==> src/hdl/kfq_pkg.sv <==
// Package: sizes, codes, control word layout and microcode ROM for the keyed queue.
`timescale 1ns / 1ps

package kfq_pkg;

  localparam int DEPTH = 16;
  localparam int IDX_W = (DEPTH > 1) ? $clog2(DEPTH) : 1;
  localparam int CNT_W = $clog2(DEPTH + 1);
  localparam int UPC_W = 5;

  // Operation codes carried in the mode field
  localparam logic [2:0] MODE_APPEND = 3'd0;
  localparam logic [2:0] MODE_POP    = 3'd1;
  localparam logic [2:0] MODE_REMOVE = 3'd2;
  localparam logic [2:0] MODE_PEEK   = 3'd3;
  localparam logic [2:0] MODE_GET    = 3'd4;

  // Status codes
  localparam logic [1:0] ST_OK   = 2'd0;
  localparam logic [1:0] ST_MISS = 2'd1;
  localparam logic [1:0] ST_FULL = 2'd2;

  // Microcode addresses
  localparam logic [UPC_W-1:0] U_FETCH  = 5'd0;
  localparam logic [UPC_W-1:0] U_DISP   = 5'd1;
  localparam logic [UPC_W-1:0] U_A0     = 5'd2;
  localparam logic [UPC_W-1:0] U_A1     = 5'd3;
  localparam logic [UPC_W-1:0] U_AFULL  = 5'd4;
  localparam logic [UPC_W-1:0] U_S0     = 5'd5;
  localparam logic [UPC_W-1:0] U_S1     = 5'd6;
  localparam logic [UPC_W-1:0] U_S2     = 5'd7;
  localparam logic [UPC_W-1:0] U_S3     = 5'd8;
  localparam logic [UPC_W-1:0] U_MISS   = 5'd9;
  localparam logic [UPC_W-1:0] U_H0     = 5'd10;
  localparam logic [UPC_W-1:0] U_H1     = 5'd11;
  localparam logic [UPC_W-1:0] U_HIT    = 5'd12;
  localparam logic [UPC_W-1:0] U_CU0    = 5'd13;
  localparam logic [UPC_W-1:0] U_CU1    = 5'd14;
  localparam logic [UPC_W-1:0] U_CU2    = 5'd15;
  localparam logic [UPC_W-1:0] U_CUEND  = 5'd16;
  localparam logic [UPC_W-1:0] U_END    = 5'd17;

  typedef enum logic [1:0] {
    OP_WAIT,      // hold until a word arrives, capture it
    OP_SEQ,       // jump to target if condition, else next step
    OP_DISPATCH,  // jump by operation code
    OP_DONE       // hand the result to the output register, back to fetch
  } uop_t;

  typedef enum logic [2:0] {
    C_NEVER,
    C_ALWAYS,
    C_FULL,
    C_EMPTY,
    C_MATCH,
    C_LAST,
    C_NOT_LAST,
    C_KEEP
  } ucond_t;

  typedef enum logic [1:0] {I_HOLD, I_CLEAR, I_INC} idx_act_t;
  typedef enum logic [2:0] {M_NONE, M_RD_IDX, M_RD_NEXT, M_WR_TAIL, M_WR_IDX} mem_act_t;
  typedef enum logic [1:0] {N_HOLD, N_INC, N_DEC} cnt_act_t;
  typedef enum logic [2:0] {R_NONE, R_OKZ, R_FULL, R_MISS, R_HIT} res_act_t;

  typedef struct packed {
    uop_t             op;
    ucond_t           cond;
    logic [UPC_W-1:0] target;
    idx_act_t         idx_act;
    mem_act_t         mem_act;
    cnt_act_t         cnt_act;
    res_act_t         res_act;
  } uword_t;

  // Sequencer to datapath
  typedef struct packed {
    logic   go;
    uword_t w;
  } cmd_t;

  // Datapath to sequencer
  typedef struct packed {
    logic       full;
    logic       empty;
    logic       match;
    logic       last;
    logic       keep;
    logic       in_avail;
    logic       out_free;
    logic [2:0] mode;
  } flags_t;

  function automatic uword_t uw(uop_t op, ucond_t cond, logic [UPC_W-1:0] target,
                                idx_act_t ia, mem_act_t ma, cnt_act_t na, res_act_t ra);
    uword_t w;
    w.op      = op;
    w.cond    = cond;
    w.target  = target;
    w.idx_act = ia;
    w.mem_act = ma;
    w.cnt_act = na;
    w.res_act = ra;
    return w;
  endfunction

  // Microprogram
  function automatic uword_t urom(logic [UPC_W-1:0] a);
    uword_t w;
    unique case (a)
      U_FETCH: w = uw(OP_WAIT,     C_NEVER,    U_FETCH, I_HOLD,  M_NONE,    N_HOLD, R_NONE);
      U_DISP:  w = uw(OP_DISPATCH, C_NEVER,    U_FETCH, I_HOLD,  M_NONE,    N_HOLD, R_NONE);
      U_A0:    w = uw(OP_SEQ,      C_FULL,     U_AFULL, I_HOLD,  M_NONE,    N_HOLD, R_NONE);
      U_A1:    w = uw(OP_DONE,     C_NEVER,    U_FETCH, I_HOLD,  M_WR_TAIL, N_INC,  R_OKZ);
      U_AFULL: w = uw(OP_DONE,     C_NEVER,    U_FETCH, I_HOLD,  M_NONE,    N_HOLD, R_FULL);
      U_S0:    w = uw(OP_SEQ,      C_EMPTY,    U_MISS,  I_CLEAR, M_NONE,    N_HOLD, R_NONE);
      U_S1:    w = uw(OP_SEQ,      C_NEVER,    U_FETCH, I_HOLD,  M_RD_IDX,  N_HOLD, R_NONE);
      U_S2:    w = uw(OP_SEQ,      C_MATCH,    U_HIT,   I_HOLD,  M_NONE,    N_HOLD, R_NONE);
      U_S3:    w = uw(OP_SEQ,      C_NOT_LAST, U_S1,    I_INC,   M_NONE,    N_HOLD, R_NONE);
      U_MISS:  w = uw(OP_DONE,     C_NEVER,    U_FETCH, I_HOLD,  M_NONE,    N_HOLD, R_MISS);
      U_H0:    w = uw(OP_SEQ,      C_EMPTY,    U_MISS,  I_CLEAR, M_NONE,    N_HOLD, R_NONE);
      U_H1:    w = uw(OP_SEQ,      C_NEVER,    U_FETCH, I_HOLD,  M_RD_IDX,  N_HOLD, R_NONE);
      U_HIT:   w = uw(OP_SEQ,      C_KEEP,     U_END,   I_HOLD,  M_NONE,    N_HOLD, R_HIT);
      U_CU0:   w = uw(OP_SEQ,      C_LAST,     U_CUEND, I_HOLD,  M_NONE,    N_HOLD, R_NONE);
      U_CU1:   w = uw(OP_SEQ,      C_NEVER,    U_FETCH, I_HOLD,  M_RD_NEXT, N_HOLD, R_NONE);
      U_CU2:   w = uw(OP_SEQ,      C_ALWAYS,   U_CU0,   I_INC,   M_WR_IDX,  N_HOLD, R_NONE);
      U_CUEND: w = uw(OP_DONE,     C_NEVER,    U_FETCH, I_HOLD,  M_NONE,    N_DEC,  R_NONE);
      U_END:   w = uw(OP_DONE,     C_NEVER,    U_FETCH, I_HOLD,  M_NONE,    N_HOLD, R_NONE);
      default: w = uw(OP_SEQ,      C_ALWAYS,   U_FETCH, I_HOLD,  M_NONE,    N_HOLD, R_NONE);
    endcase
    return w;
  endfunction

  // Entry point of each operation
  function automatic logic [UPC_W-1:0] dispatch(logic [2:0] mode);
    logic [UPC_W-1:0] a;
    unique case (mode)
      MODE_APPEND:         a = U_A0;
      MODE_POP, MODE_PEEK: a = U_H0;
      MODE_REMOVE,
      MODE_GET:            a = U_S0;
      default:             a = U_MISS;
    endcase
    return a;
  endfunction

endpackage

==> src/hdl/kfq_if.sv <==
// Channel interfaces: operation words in, result words out.
`timescale 1ns / 1ps

interface kfq_in_if;
  logic       valid;
  logic       ready;
  logic [2:0] mode;
  logic [7:0] key_letter;
  logic [7:0] entry_value;

  modport source (output valid, mode, key_letter, entry_value, input ready);
  modport sink   (input valid, mode, key_letter, entry_value, output ready);
endinterface

interface kfq_out_if;
  logic       valid;
  logic       ready;
  logic [1:0] status;
  logic [7:0] out_letter;
  logic [7:0] out_value;
  logic [4:0] entry_count;

  modport source (output valid, status, out_letter, out_value, entry_count, input ready);
  modport sink   (input valid, status, out_letter, out_value, entry_count, output ready);
endinterface

==> src/hdl/kfq_useq.sv <==
// Microcode sequencer: step counter, control ROM, condition select and jumps.
`timescale 1ns / 1ps

module kfq_useq (
  input  logic                 clk,
  input  logic                 rst_n,
  input  kfq_pkg::flags_t      flags,
  output kfq_pkg::cmd_t        cmd
);

  logic [kfq_pkg::UPC_W-1:0] upc_r;
  logic [kfq_pkg::UPC_W-1:0] upc_nxt;
  kfq_pkg::uword_t           w;
  logic                      cond_true;
  logic                      go;

  assign w = kfq_pkg::urom(upc_r);

  always_comb begin
    unique case (w.cond)
      kfq_pkg::C_NEVER:    cond_true = 1'b0;
      kfq_pkg::C_ALWAYS:   cond_true = 1'b1;
      kfq_pkg::C_FULL:     cond_true = flags.full;
      kfq_pkg::C_EMPTY:    cond_true = flags.empty;
      kfq_pkg::C_MATCH:    cond_true = flags.match;
      kfq_pkg::C_LAST:     cond_true = flags.last;
      kfq_pkg::C_NOT_LAST: cond_true = !flags.last;
      kfq_pkg::C_KEEP:     cond_true = flags.keep;
      default:             cond_true = 1'b0;
    endcase
  end

  // Stall on an empty input or a still-occupied output register
  always_comb begin
    go = 1'b1;
    if (w.op == kfq_pkg::OP_WAIT && !flags.in_avail) go = 1'b0;
    if (w.op == kfq_pkg::OP_DONE && !flags.out_free) go = 1'b0;
  end

  always_comb begin
    upc_nxt = upc_r;
    if (go) begin
      unique case (w.op)
        kfq_pkg::OP_WAIT:     upc_nxt = kfq_pkg::U_DISP;
        kfq_pkg::OP_SEQ:      upc_nxt = cond_true ? w.target : upc_r + 5'd1;
        kfq_pkg::OP_DISPATCH: upc_nxt = kfq_pkg::dispatch(flags.mode);
        kfq_pkg::OP_DONE:     upc_nxt = kfq_pkg::U_FETCH;
        default:              upc_nxt = kfq_pkg::U_FETCH;
      endcase
    end
  end

  always_ff @(posedge clk) begin
    if (!rst_n) begin
      upc_r <= kfq_pkg::U_FETCH;
    end else begin
      upc_r <= upc_nxt;
    end
  end

  assign cmd.go = go;
  assign cmd.w  = w;

endmodule

==> src/hdl/kfq_dp.sv <==
// Datapath: entry memory, index and count registers, result and output registers.
`timescale 1ns / 1ps

module kfq_dp (
  input  logic              clk,
  input  logic              rst_n,
  input  kfq_pkg::cmd_t     cmd,
  output kfq_pkg::flags_t   flags,
  kfq_in_if.sink            in_ch,
  kfq_out_if.source         out_ch
);

  logic [7:0] let_mem [kfq_pkg::DEPTH];
  logic [7:0] val_mem [kfq_pkg::DEPTH];

  logic [2:0]                mode_r;
  logic [7:0]                key_r;
  logic [7:0]                val_r;
  logic [kfq_pkg::IDX_W-1:0] idx_r;
  logic [kfq_pkg::CNT_W-1:0] cnt_r;
  logic [kfq_pkg::CNT_W-1:0] cnt_nxt;
  logic [7:0]                rd_let_r;
  logic [7:0]                rd_val_r;
  logic [1:0]                res_st_r;
  logic [7:0]                res_let_r;
  logic [7:0]                res_val_r;
  logic [1:0]                res_st_nxt;
  logic [7:0]                res_let_nxt;
  logic [7:0]                res_val_nxt;
  logic                      out_valid_r;
  logic [1:0]                out_st_r;
  logic [7:0]                out_let_r;
  logic [7:0]                out_val_r;
  logic [4:0]                out_cnt_r;
  logic [kfq_pkg::IDX_W-1:0] rd_addr;
  logic [kfq_pkg::IDX_W-1:0] wr_addr;
  logic                      accept;
  logic                      done;

  assign in_ch.ready = (cmd.w.op == kfq_pkg::OP_WAIT);
  assign accept      = in_ch.valid && in_ch.ready;
  assign done        = cmd.go && (cmd.w.op == kfq_pkg::OP_DONE);

  assign flags.full     = (cnt_r == kfq_pkg::CNT_W'(kfq_pkg::DEPTH));
  assign flags.empty    = (cnt_r == '0);
  assign flags.match    = (rd_let_r == key_r);
  assign flags.last     = (kfq_pkg::CNT_W'(idx_r) + kfq_pkg::CNT_W'(1) == cnt_r);
  assign flags.keep     = (mode_r == kfq_pkg::MODE_PEEK) || (mode_r == kfq_pkg::MODE_GET);
  assign flags.in_avail = in_ch.valid;
  assign flags.out_free = !out_valid_r || out_ch.ready;
  assign flags.mode     = mode_r;

  assign rd_addr = (cmd.w.mem_act == kfq_pkg::M_RD_NEXT) ? idx_r + kfq_pkg::IDX_W'(1) : idx_r;
  assign wr_addr = (cmd.w.mem_act == kfq_pkg::M_WR_TAIL) ? kfq_pkg::IDX_W'(cnt_r) : idx_r;

  always_ff @(posedge clk) begin
    if (accept) begin
      mode_r <= in_ch.mode;
      key_r  <= in_ch.key_letter;
      val_r  <= in_ch.entry_value;
    end
  end

  // Entry memory: one access per cycle, either a write or a registered read, on unstalled steps only
  always_ff @(posedge clk) begin
    if (cmd.go) begin
      if (cmd.w.mem_act == kfq_pkg::M_WR_TAIL) begin
        let_mem[wr_addr] <= key_r;
        val_mem[wr_addr] <= val_r;
      end else if (cmd.w.mem_act == kfq_pkg::M_WR_IDX) begin
        let_mem[wr_addr] <= rd_let_r;
        val_mem[wr_addr] <= rd_val_r;
      end
      if (cmd.w.mem_act == kfq_pkg::M_RD_IDX || cmd.w.mem_act == kfq_pkg::M_RD_NEXT) begin
        rd_let_r <= let_mem[rd_addr];
        rd_val_r <= val_mem[rd_addr];
      end
    end
  end

  always_comb begin
    cnt_nxt = cnt_r;
    if (cmd.go) begin
      unique case (cmd.w.cnt_act)
        kfq_pkg::N_INC: cnt_nxt = cnt_r + kfq_pkg::CNT_W'(1);
        kfq_pkg::N_DEC: cnt_nxt = cnt_r - kfq_pkg::CNT_W'(1);
        default:        cnt_nxt = cnt_r;
      endcase
    end
  end

  always_comb begin
    res_st_nxt  = res_st_r;
    res_let_nxt = res_let_r;
    res_val_nxt = res_val_r;
    if (cmd.go) begin
      unique case (cmd.w.res_act)
        kfq_pkg::R_OKZ: begin
          res_st_nxt  = kfq_pkg::ST_OK;
          res_let_nxt = 8'd0;
          res_val_nxt = 8'd0;
        end
        kfq_pkg::R_FULL: begin
          res_st_nxt  = kfq_pkg::ST_FULL;
          res_let_nxt = 8'd0;
          res_val_nxt = 8'd0;
        end
        kfq_pkg::R_MISS: begin
          res_st_nxt  = kfq_pkg::ST_MISS;
          res_let_nxt = 8'd0;
          res_val_nxt = 8'd0;
        end
        kfq_pkg::R_HIT: begin
          res_st_nxt  = kfq_pkg::ST_OK;
          res_let_nxt = rd_let_r;
          res_val_nxt = rd_val_r;
        end
        default: ;
      endcase
    end
  end

  always_ff @(posedge clk) begin
    res_st_r  <= res_st_nxt;
    res_let_r <= res_let_nxt;
    res_val_r <= res_val_nxt;
    if (done) begin
      out_st_r  <= res_st_nxt;
      out_let_r <= res_let_nxt;
      out_val_r <= res_val_nxt;
      out_cnt_r <= 5'(cnt_nxt);
    end
  end

  always_ff @(posedge clk) begin
    if (!rst_n) begin
      cnt_r       <= '0;
      idx_r       <= '0;
      out_valid_r <= 1'b0;
    end else begin
      cnt_r <= cnt_nxt;
      if (cmd.go) begin
        unique case (cmd.w.idx_act)
          kfq_pkg::I_CLEAR: idx_r <= '0;
          kfq_pkg::I_INC:   idx_r <= idx_r + kfq_pkg::IDX_W'(1);
          default:          idx_r <= idx_r;
        endcase
      end
      if (done) begin
        out_valid_r <= 1'b1;
      end else if (out_ch.ready) begin
        out_valid_r <= 1'b0;
      end
    end
  end

  assign out_ch.valid       = out_valid_r;
  assign out_ch.status      = out_st_r;
  assign out_ch.out_letter  = out_let_r;
  assign out_ch.out_value   = out_val_r;
  assign out_ch.entry_count = out_cnt_r;

endmodule

==> src/hdl/keyed_fifo_queue.sv <==
// Top level: keyed queue built from a microcode sequencer and a datapath.
//
//   channel  dir  handshake     word
//   in_ch    in   valid/ready   mode, key_letter, entry_value
//   out_ch   out  valid/ready   status, out_letter, out_value, entry_count
//
// One word at a time; the next word is taken the cycle after a result loads.
// Steps: append checks for a full queue, then writes the tail entry or reports full; peek and
// pop read the head entry, and pop then moves every later entry up one place; get and remove
// scan from the head until a key matches or the last entry misses, and remove then moves every
// later entry up through the memory's single port. An empty queue or an unused mode misses.
// A result waiting in the output register stalls only the final step of the next word.
// Synchronous active-low reset empties the queue; memory contents are not cleared.
`timescale 1ns / 1ps

module keyed_fifo_queue (
  input  logic       clk,
  input  logic       rst_n,
  kfq_in_if.sink     in_ch,
  kfq_out_if.source  out_ch
);

  kfq_pkg::cmd_t   cmd;
  kfq_pkg::flags_t flags;

  kfq_useq u_useq (
    .clk   (clk),
    .rst_n (rst_n),
    .flags (flags),
    .cmd   (cmd)
  );

  kfq_dp u_dp (
    .clk    (clk),
    .rst_n  (rst_n),
    .cmd    (cmd),
    .flags  (flags),
    .in_ch  (in_ch),
    .out_ch (out_ch)
  );

endmodule

==> src/flat_wrapper.sv <==
// flat-port wrapper written by rule: the top's interface ports become plain ports
module keyed_fifo_queue_flat 
  (clk, rst_n, in_ch_valid, in_ch_mode, in_ch_key_letter, in_ch_entry_value, in_ch_ready, out_ch_valid, out_ch_status, out_ch_out_letter, out_ch_out_value, out_ch_entry_count, out_ch_ready);
  kfq_in_if in_ch_i ();
  kfq_out_if out_ch_i ();
  input  logic clk;
  input  logic rst_n;
  input wire logic [$bits(in_ch_i.valid)-1:0] in_ch_valid;
  input wire logic [$bits(in_ch_i.mode)-1:0] in_ch_mode;
  input wire logic [$bits(in_ch_i.key_letter)-1:0] in_ch_key_letter;
  input wire logic [$bits(in_ch_i.entry_value)-1:0] in_ch_entry_value;
  output wire logic [$bits(in_ch_i.ready)-1:0] in_ch_ready;
  output wire logic [$bits(out_ch_i.valid)-1:0] out_ch_valid;
  output wire logic [$bits(out_ch_i.status)-1:0] out_ch_status;
  output wire logic [$bits(out_ch_i.out_letter)-1:0] out_ch_out_letter;
  output wire logic [$bits(out_ch_i.out_value)-1:0] out_ch_out_value;
  output wire logic [$bits(out_ch_i.entry_count)-1:0] out_ch_entry_count;
  input wire logic [$bits(out_ch_i.ready)-1:0] out_ch_ready;
  assign in_ch_i.valid = in_ch_valid;
  assign in_ch_i.mode = in_ch_mode;
  assign in_ch_i.key_letter = in_ch_key_letter;
  assign in_ch_i.entry_value = in_ch_entry_value;
  assign in_ch_ready = in_ch_i.ready;
  assign out_ch_valid = out_ch_i.valid;
  assign out_ch_status = out_ch_i.status;
  assign out_ch_out_letter = out_ch_i.out_letter;
  assign out_ch_out_value = out_ch_i.out_value;
  assign out_ch_entry_count = out_ch_i.entry_count;
  assign out_ch_i.ready = out_ch_ready;
  keyed_fifo_queue u_core (.clk(clk), .rst_n(rst_n), .in_ch(in_ch_i), .out_ch(out_ch_i));
endmodule
==> config.mk <==
export PLATFORM = sky130hd
export DESIGN_NAME = keyed_fifo_queue_flat
export DESIGN_NICKNAME = d
export VERILOG_FILES = /design/src/hdl/kfq_pkg.sv /design/src/hdl/kfq_if.sv /design/src/hdl/kfq_useq.sv /design/src/hdl/kfq_dp.sv /design/src/hdl/keyed_fifo_queue.sv /design/src/flat_wrapper.sv
export SDC_FILE = /design/constraint.sdc
export NUM_CORES = 1
export LEC_CHECK = 0
export ABC_AREA = 0
export BUFFER_PORTS_ARGS = -buffer_cell sky130_fd_sc_hd__buf_4
export CAP_MARGIN = 5
export CORE_MARGIN = 10
export CORE_UTILIZATION = 56
export CTS_BUF_LIST = sky130_fd_sc_hd__clkbuf_16
export CTS_CLUSTER_DIAMETER = 200
export DETAILED_ROUTE_END_ITERATION = 7
export MAX_ROUTING_LAYER = met4
export PLACE_DENSITY = 0.72
export SLEW_MARGIN = 40
export SYNTH_ARGS = -nofsm -noshare
export SYNTH_HDL_FRONTEND = slang
export SYNTH_SLANG_ARGS = --single-unit
==> constraint.sdc <==
create_clock -name clk -period 3.4 [get_ports clk]
set_clock_uncertainty 0.05 [all_clocks]
set_input_delay 0.34 -clock clk [delete_from_list [all_inputs] [get_ports clk]]
set_output_delay 0.34 -clock clk [all_outputs]
set_load 0.01 [all_outputs]
* Yosys cells after proc, flatten, opt, wreduce, memory -nomap -nowiden
Memories as Yosys holds them, arrays and structs flattened. A register that Yosys moved wholly into a read port is not among the register bits.
Cells that the tools add are included.
Widths: inputs -> output; s select.
** Operators by class
- Add/sub/neg operators :: 5
- Eq/ne operators :: 29
- Mux-type cells :: 30
- Bitwise gates (word level) :: 2
- Reduce and logical (&&, ||, !) cells :: 23
** Operator list (count)
- $mux 8 :: 4
- $pmux 8 s2 :: 2
- $eq 3x2->1 const B :: 8
- $eq 3x3->1 const B :: 7
- $mux 5 :: 4
- $pmux 5 s4 :: 1
- $eq 3x1->1 const B :: 4
- $pmux 4 s3 :: 1
- $mux 1 :: 11
- $add 5x1->5 const B :: 2
- $pmux 5 s2 :: 1
- $eq 2x2->1 const B :: 4
- $eq 8x8->1 :: 1
- $mux 4 :: 2
- $pmux 1 s8 :: 1
- $pmux 4 s2 :: 1
- $eq 2x1->1 const B :: 3
- $logic_not 3->1 :: 2
- $pmux 2 s3 :: 1
- $reduce_or 2->1 :: 3
- $add 4x1->5 const B :: 1
- $eq 5x5->1 :: 1
- $eq 5x5->1 const B :: 1
- $logic_not 5->1 :: 1
- 11 further kinds :: 22
** Word-level totals
- Register bits :: 75
- Memory bits (writable) :: 256
- Bits in read-only memories :: 640
- Output and inout bits :: 25
- Logic and storage cells :: 106
- Memories kept :: 3
** Memories
- (name not given) :: depth 32, bits a word 20, read ports 1, clocked after memory_dff 1, write ports 0, line kfq_pkg.sv:110 : unique case (a)
- u_core.u_dp.let_mem :: depth 16, bits a word 8, read ports 1, clocked after memory_dff 1, write ports 1, line kfq_dp.sv:13 : logic [7:0] let_mem [kfq_pkg::DEPTH];
- u_core.u_dp.val_mem :: depth 16, bits a word 8, read ports 1, clocked after memory_dff 1, write ports 1, line kfq_dp.sv:14 : logic [7:0] val_mem [kfq_pkg::DEPTH];

* Depth between registers and ports, before layout
- Depth after elaboration :: 8
- Depth in mapped cells :: 15
- Mapped depth without buffers :: 14

* Hierarchy
A second synthesis with hierarchy kept.
** Second synthesis, totals
- Cells, all modules :: 1189
- Area, all modules :: 16878.7 um^2
** By module, submodules not included
- kfq_dp :: times used 1, cells each 1034, area an instance 15538.7 um^2, seq. area each 9989.6 um^2
- kfq_useq :: times used 1, cells each 155, area an instance 1340.0 um^2, seq. area each 500.5 um^2

* Least setup slack after synthesis
Ideal clock, no wire load.
- Path kind :: reg2reg
- From :: register u_core.u_dp.idx_r[1] (netlist bit)
- To :: register, netlist name u_core.u_useq.w[17]
- Setup time :: 117 ps
- Data arrival time :: 3352 ps
- Data required time :: 3233 ps
- Path slack :: -119 ps
- Cell stages (with the launch flop) :: 14
- Period minus slack after synthesis :: 3519 ps
- Path through :: dfxtp_1 > ha_1 > or3b_1 > a211o_1 > a2111oi_4 > mux2i_1 > and2_4 > mux2i_1 > o21ai_2 > inv_1 > ha_1 > mux2_2 > a22oi_1 > nor2_1
** On the way
- Cells in the longest elaborated chain, start to end :: 8
** RTL lines
- start, declared :: line kfq_dp.sv:19 : logic [kfq_pkg::IDX_W-1:0] idx_r;
- start signal, assigned :: line kfq_dp.sv:145 : kfq_pkg::I_INC: idx_r <= idx_r + kfq_pkg::IDX_W'(1);
- start signal, assigned :: line kfq_dp.sv:146 : default: idx_r <= idx_r;
- $add 4x1->5 (*) :: line kfq_dp.sv:47 : assign flags.last = (kfq_pkg::CNT_W'(idx_r) + kfq_pkg::CNT_W'(1) == cnt_r);
- $eq 5x5->1 (*) :: line kfq_dp.sv:47
- $logic_not 1->1 :: line kfq_useq.sv:27 : kfq_pkg::C_NOT_LAST: cond_true = !flags.last;
- $pmux 1 s8 (*) :: line kfq_useq.sv:20 : unique case (w.cond)
- $mux 5 (*) :: line kfq_useq.sv:45 : kfq_pkg::OP_SEQ: upc_nxt = cond_true ? w.target : upc_r + 5'd1;
- $pmux 5 s4 (*) :: line kfq_useq.sv:43 : unique case (w.op)
- $mux 5 (no line) (*) (2 in series)
Every way passes the cells marked *; elsewhere a longest branch is shown, timed or not.
A chain may end at the register's enable or synchronous reset.

* Worst setup path after layout
- From :: register u_core.u_dp.idx_r[0] (netlist bit)
- To :: register, netlist name u_core.u_useq.w[17]
** On the way
- Cells in the longest elaborated chain, start to end :: 8
** RTL lines (line)
- $add 4x1->5 (*) :: kfq_dp.sv:47
- $eq 5x5->1 (*) :: kfq_dp.sv:47
- $logic_not 1->1 :: kfq_useq.sv:27
- $pmux 1 s8 (*) :: kfq_useq.sv:20
- $mux 5 (*) :: kfq_useq.sv:45
- $pmux 5 s4 (*) :: kfq_useq.sv:43
- $mux 5 (no line) (*) (2 in series)
Marked as above.

==> results_dict.tcl <==
set metrics [dict create \
    crit_path_top_delay_cell "a2111oi_4" \
    port_buffers 47 \
    cts.sinks 367 \
    hold_ws_ns 0.136 \
    grt_pass1_wl_um 49800 \
    track_usage_pct 20.4 \
    core_area_um2 25300 \
    n_antenna_cell 0 \
    holdPathStages 3 \
    avgSynthCellArea_um2 18.6 \
    crit_type "reg2reg" \
    fp.dieH_um 181 \
    setup_violations 0 \
    place.gp.congestion 0.827 \
    synth_edf_count 314 \
    crit_fanout 5 \
    max_slew_margin_pct 54.0 \
    wl_per_cell_um 25.6 \
    layout-drive-gt1-share_pct 33.4 \
    tightestPinTransition_ns 0.689 \
    ys_seq_area_share_pct 72.3 \
    yosysWarningCount 0 \
    cts_tree "done" \
    crit_chain "ha_4 > or3b_1 > a211o_1 > a2111oi_4 > mux2i_2 > and2_4 > mux2i_2 > o21ai_2 > inv_2 > ha_2 > mux2_2 > a22oi_1 > nor2_1" \
    die_w_um 181 \
    p_int_uw 8390 \
    cts_buffer_depth 3 \
    pwr-share-seq_pct 48.9 \
    cts_buffers 38 \
    reg2reg_depth 13 \
    cp-end-kind "register" \
    place_hpwl_um 20100 \
    die-area_um2 32700 \
    syn_inst 781 \
    max_freq_mhz 302 \
    grt_pass1_vias 8038 \
    antenna_found_initial 0 \
    drc 0 \
    critPathRequiredTime_ns 3.76 \
    final_common_cell "edfxtp_1" \
    powerDensity_nw_per_um2 646 \
    syn2layout_area_growth_pct 19.4 \
    wl_um 33100 \
    comb_power_share_pct 15.4 \
    arrival_ns 3.67 \
    final_cells 1291 \
    synth_seq_cells 367 \
    period_minus_slack_ns 3.31 \
    synthDistinctLibCells 65 \
    initial_core_util_pct 57.3 \
    fin_nets 967 \
    grt_overflow 0 \
    critPathMaxStageDelay_ns 0.36 \
    critPathLaunchType "register" \
    num_rows 58 \
    ios 48 \
    clk_latency_ns 0.53 \
    async_reset_ff_share_pct 0 \
    rsz0062_at_grt "yes" \
    final_util_pct 68.3 \
    period_share_pct 97.3 \
    switchingPower_uw 2800 \
    mostFrequentLayoutCells "edfxtp_1, buf_4, mux4_2" \
    max-vdd-ir-drop_mv 0.538 \
    crit_top_cell "mux2i_2" \
    first_pass_iters 5 \
    vias 7783 \
    grt_start_max_net_pins 65 \
    p_leak_uw 0.00606 \
    finalMaxSlewViolations 0 \
    status "finished clean" \
    clkPwrFrac_pct 35.7 \
    vias_per_cell 6.03 \
    hold_class "in2reg" \
    swShare_pct 25.0 \
    htreeDepth 2 \
    clock-root-buffer "clkbuf_16" \
    dp_cells 1192 \
    synth_area_um2 14500 \
    hold_viol 0 \
    syn_nets 817 \
    drtAntennaViolNets 0 \
    path_clk_slew_ns 0.06 \
    drtIter0Drc 867 \
    synth_ff_type "edfxtp_1" \
    drv_cap 0 \
    p_total_uw 11200 \
]
==> registers in the layout, summed over array words and instances (netlist names) <==
register and cells:
u_core.u_dp.val_mem 128, u_core.u_useq.w 20, u_core.u_dp.res_let_r 8, u_core.u_dp.out_ch.out_letter 8, u_core.u_dp.out_ch.out_value 8, u_core.u_dp.rd_val_r 8
u_core.u_dp.rd_let_r 8, u_core.u_dp.cnt_r 5, u_core.u_dp.out_ch.valid 1, u_core.u_dp.mode_r 3, u_core.u_dp.out_ch.entry_count 5, u_core.u_useq.upc_r 5
u_core.u_dp.res_val_r 8, u_core.u_dp.key_r 8, u_core.u_dp.let_mem 128, u_core.u_dp.res_st_r 2, u_core.u_dp.idx_r 4, u_core.u_dp.out_ch.status 2
u_core.u_dp.val_r 8
==> metrics by stage <==
step | setup TNS, ns | worst slack (ns) | cell area, um^2
after floorplan | 0 | 0.00562 | 14500
after global placement | 0 | 0.00423 | 15700
after detailed placement | -0.407 | -0.116 | 15700
after CTS | 0 | 0.0137 | 17200
after global routing | -0.152 | -0.0528 | 17300
final | 0 | 0.0902 | 17300
==> Yosys cell counts, drive strengths merged (3+ instances only) <==
cell,number,area [um^2]
nor3,10,50.1
nand2b,3,18.8
mux4,80,1800
a31oi,5,46.3
o21ai,11,58.8
nor2,45,169
nand2,26,97.6
xor2,10,87.6
a211oi,3,22.5
inv,21,78.8
o31ai,3,22.5
and2,9,58.8
nand3,10,55.1
nand3b,4,30.0
xnor2,16,140
a22oi,3,22.5
ha,12,150
nor2b,6,37.5
a21o,4,30.0
a21oi,22,110
clkbuf,26,97.6
mux2i,3,30.0
nor3b,6,56.3
a22o,16,140
buf,5,32.5
dfxtp,53,1060
edfxtp,314,9430
and3,5,31.3
mux2,21,240
==> power by group through the flow <==
stage               logic [uW]  clock network, uW  registers (uW)
CTS                       1600               4050            5470
finish                    1720               4000            5470
detailed placement        1550                  0            5550
floorplan                  982                  0            5510
global route              1870               4230            5490
global placement          1490                  0            5550
==> path summary, 6_finish.rpt <==
path / slack, ns / endpoint / start
max: 0.09 / u_core.u_useq.w[17] / u_core.u_dp.idx_r[0]
min: 0.14 / u_core.u_dp.out_ch.valid / out_ch_ready
max reg2reg: 0.09 / u_core.u_useq.w[17] / u_core.u_dp.idx_r[0]
min reg2reg: 0.43 / u_core.u_dp.res_val_r[5] / u_core.u_dp.res_val_r[5]
==> what timing repair did <==
action / in CTS / in global routing
setup endpoints to repair: 7 / 16
pin swaps: 4 / 13
setup buffers: 4 / 7
endpoints found under the hold margin: 19 / 0
resized for setup: 5 / 24
hold buffers: 19 / 0
==> layer usage <==
metal  routed length (um)  global-route usage (%)  up-vias  part of all wire (%)
li1                     -                       -     3418                     -
met1                13600                    26.2     4038                    41
met2                16900                    33.5      283                    51
met3                 2030                    3.32       44                   6.1
met4                  533                    5.28        0                   1.6
met5                    0                       -        -                     0
==> critical path: cells and delay by family (launching register included) <==
kind | cells | cell delay, ns
AND/OR/NAND/NOR | 3 | 0.61
flip-flops | 1 | 0.35
adder cells (fa/ha/maj) | 2 | 0.34
AO/OA/AOI/OAI | 4 | 1.10
buffers and inverters | 1 | 0.10
multiplexers | 3 | 0.65
==> cell families (layout without fill, tap and decap cells) <==
group           count (synthesis)  after routing  synth area share [%]
flops                         367            367                  72.3
xor+xnor                       26             26                  1.57
mux                           104            104                  14.3
fa+ha+maj                      13             13                  1.17
buf+inv                        52            232                  1.44
compound gates                 83             83                  4.37
simple gates                  136            136                  4.81
==> layout make-up <==
class,instances,area [um^2]
flip-flops and latches,367,10500
fillers,1592,8020
multi-input cells,362,3960
repair buffers,141,1140
clock buffers,39,976
well taps,330,413
clock inverters,31,245
inverters,21,81.3
Power figures use the tool's default switching activity.
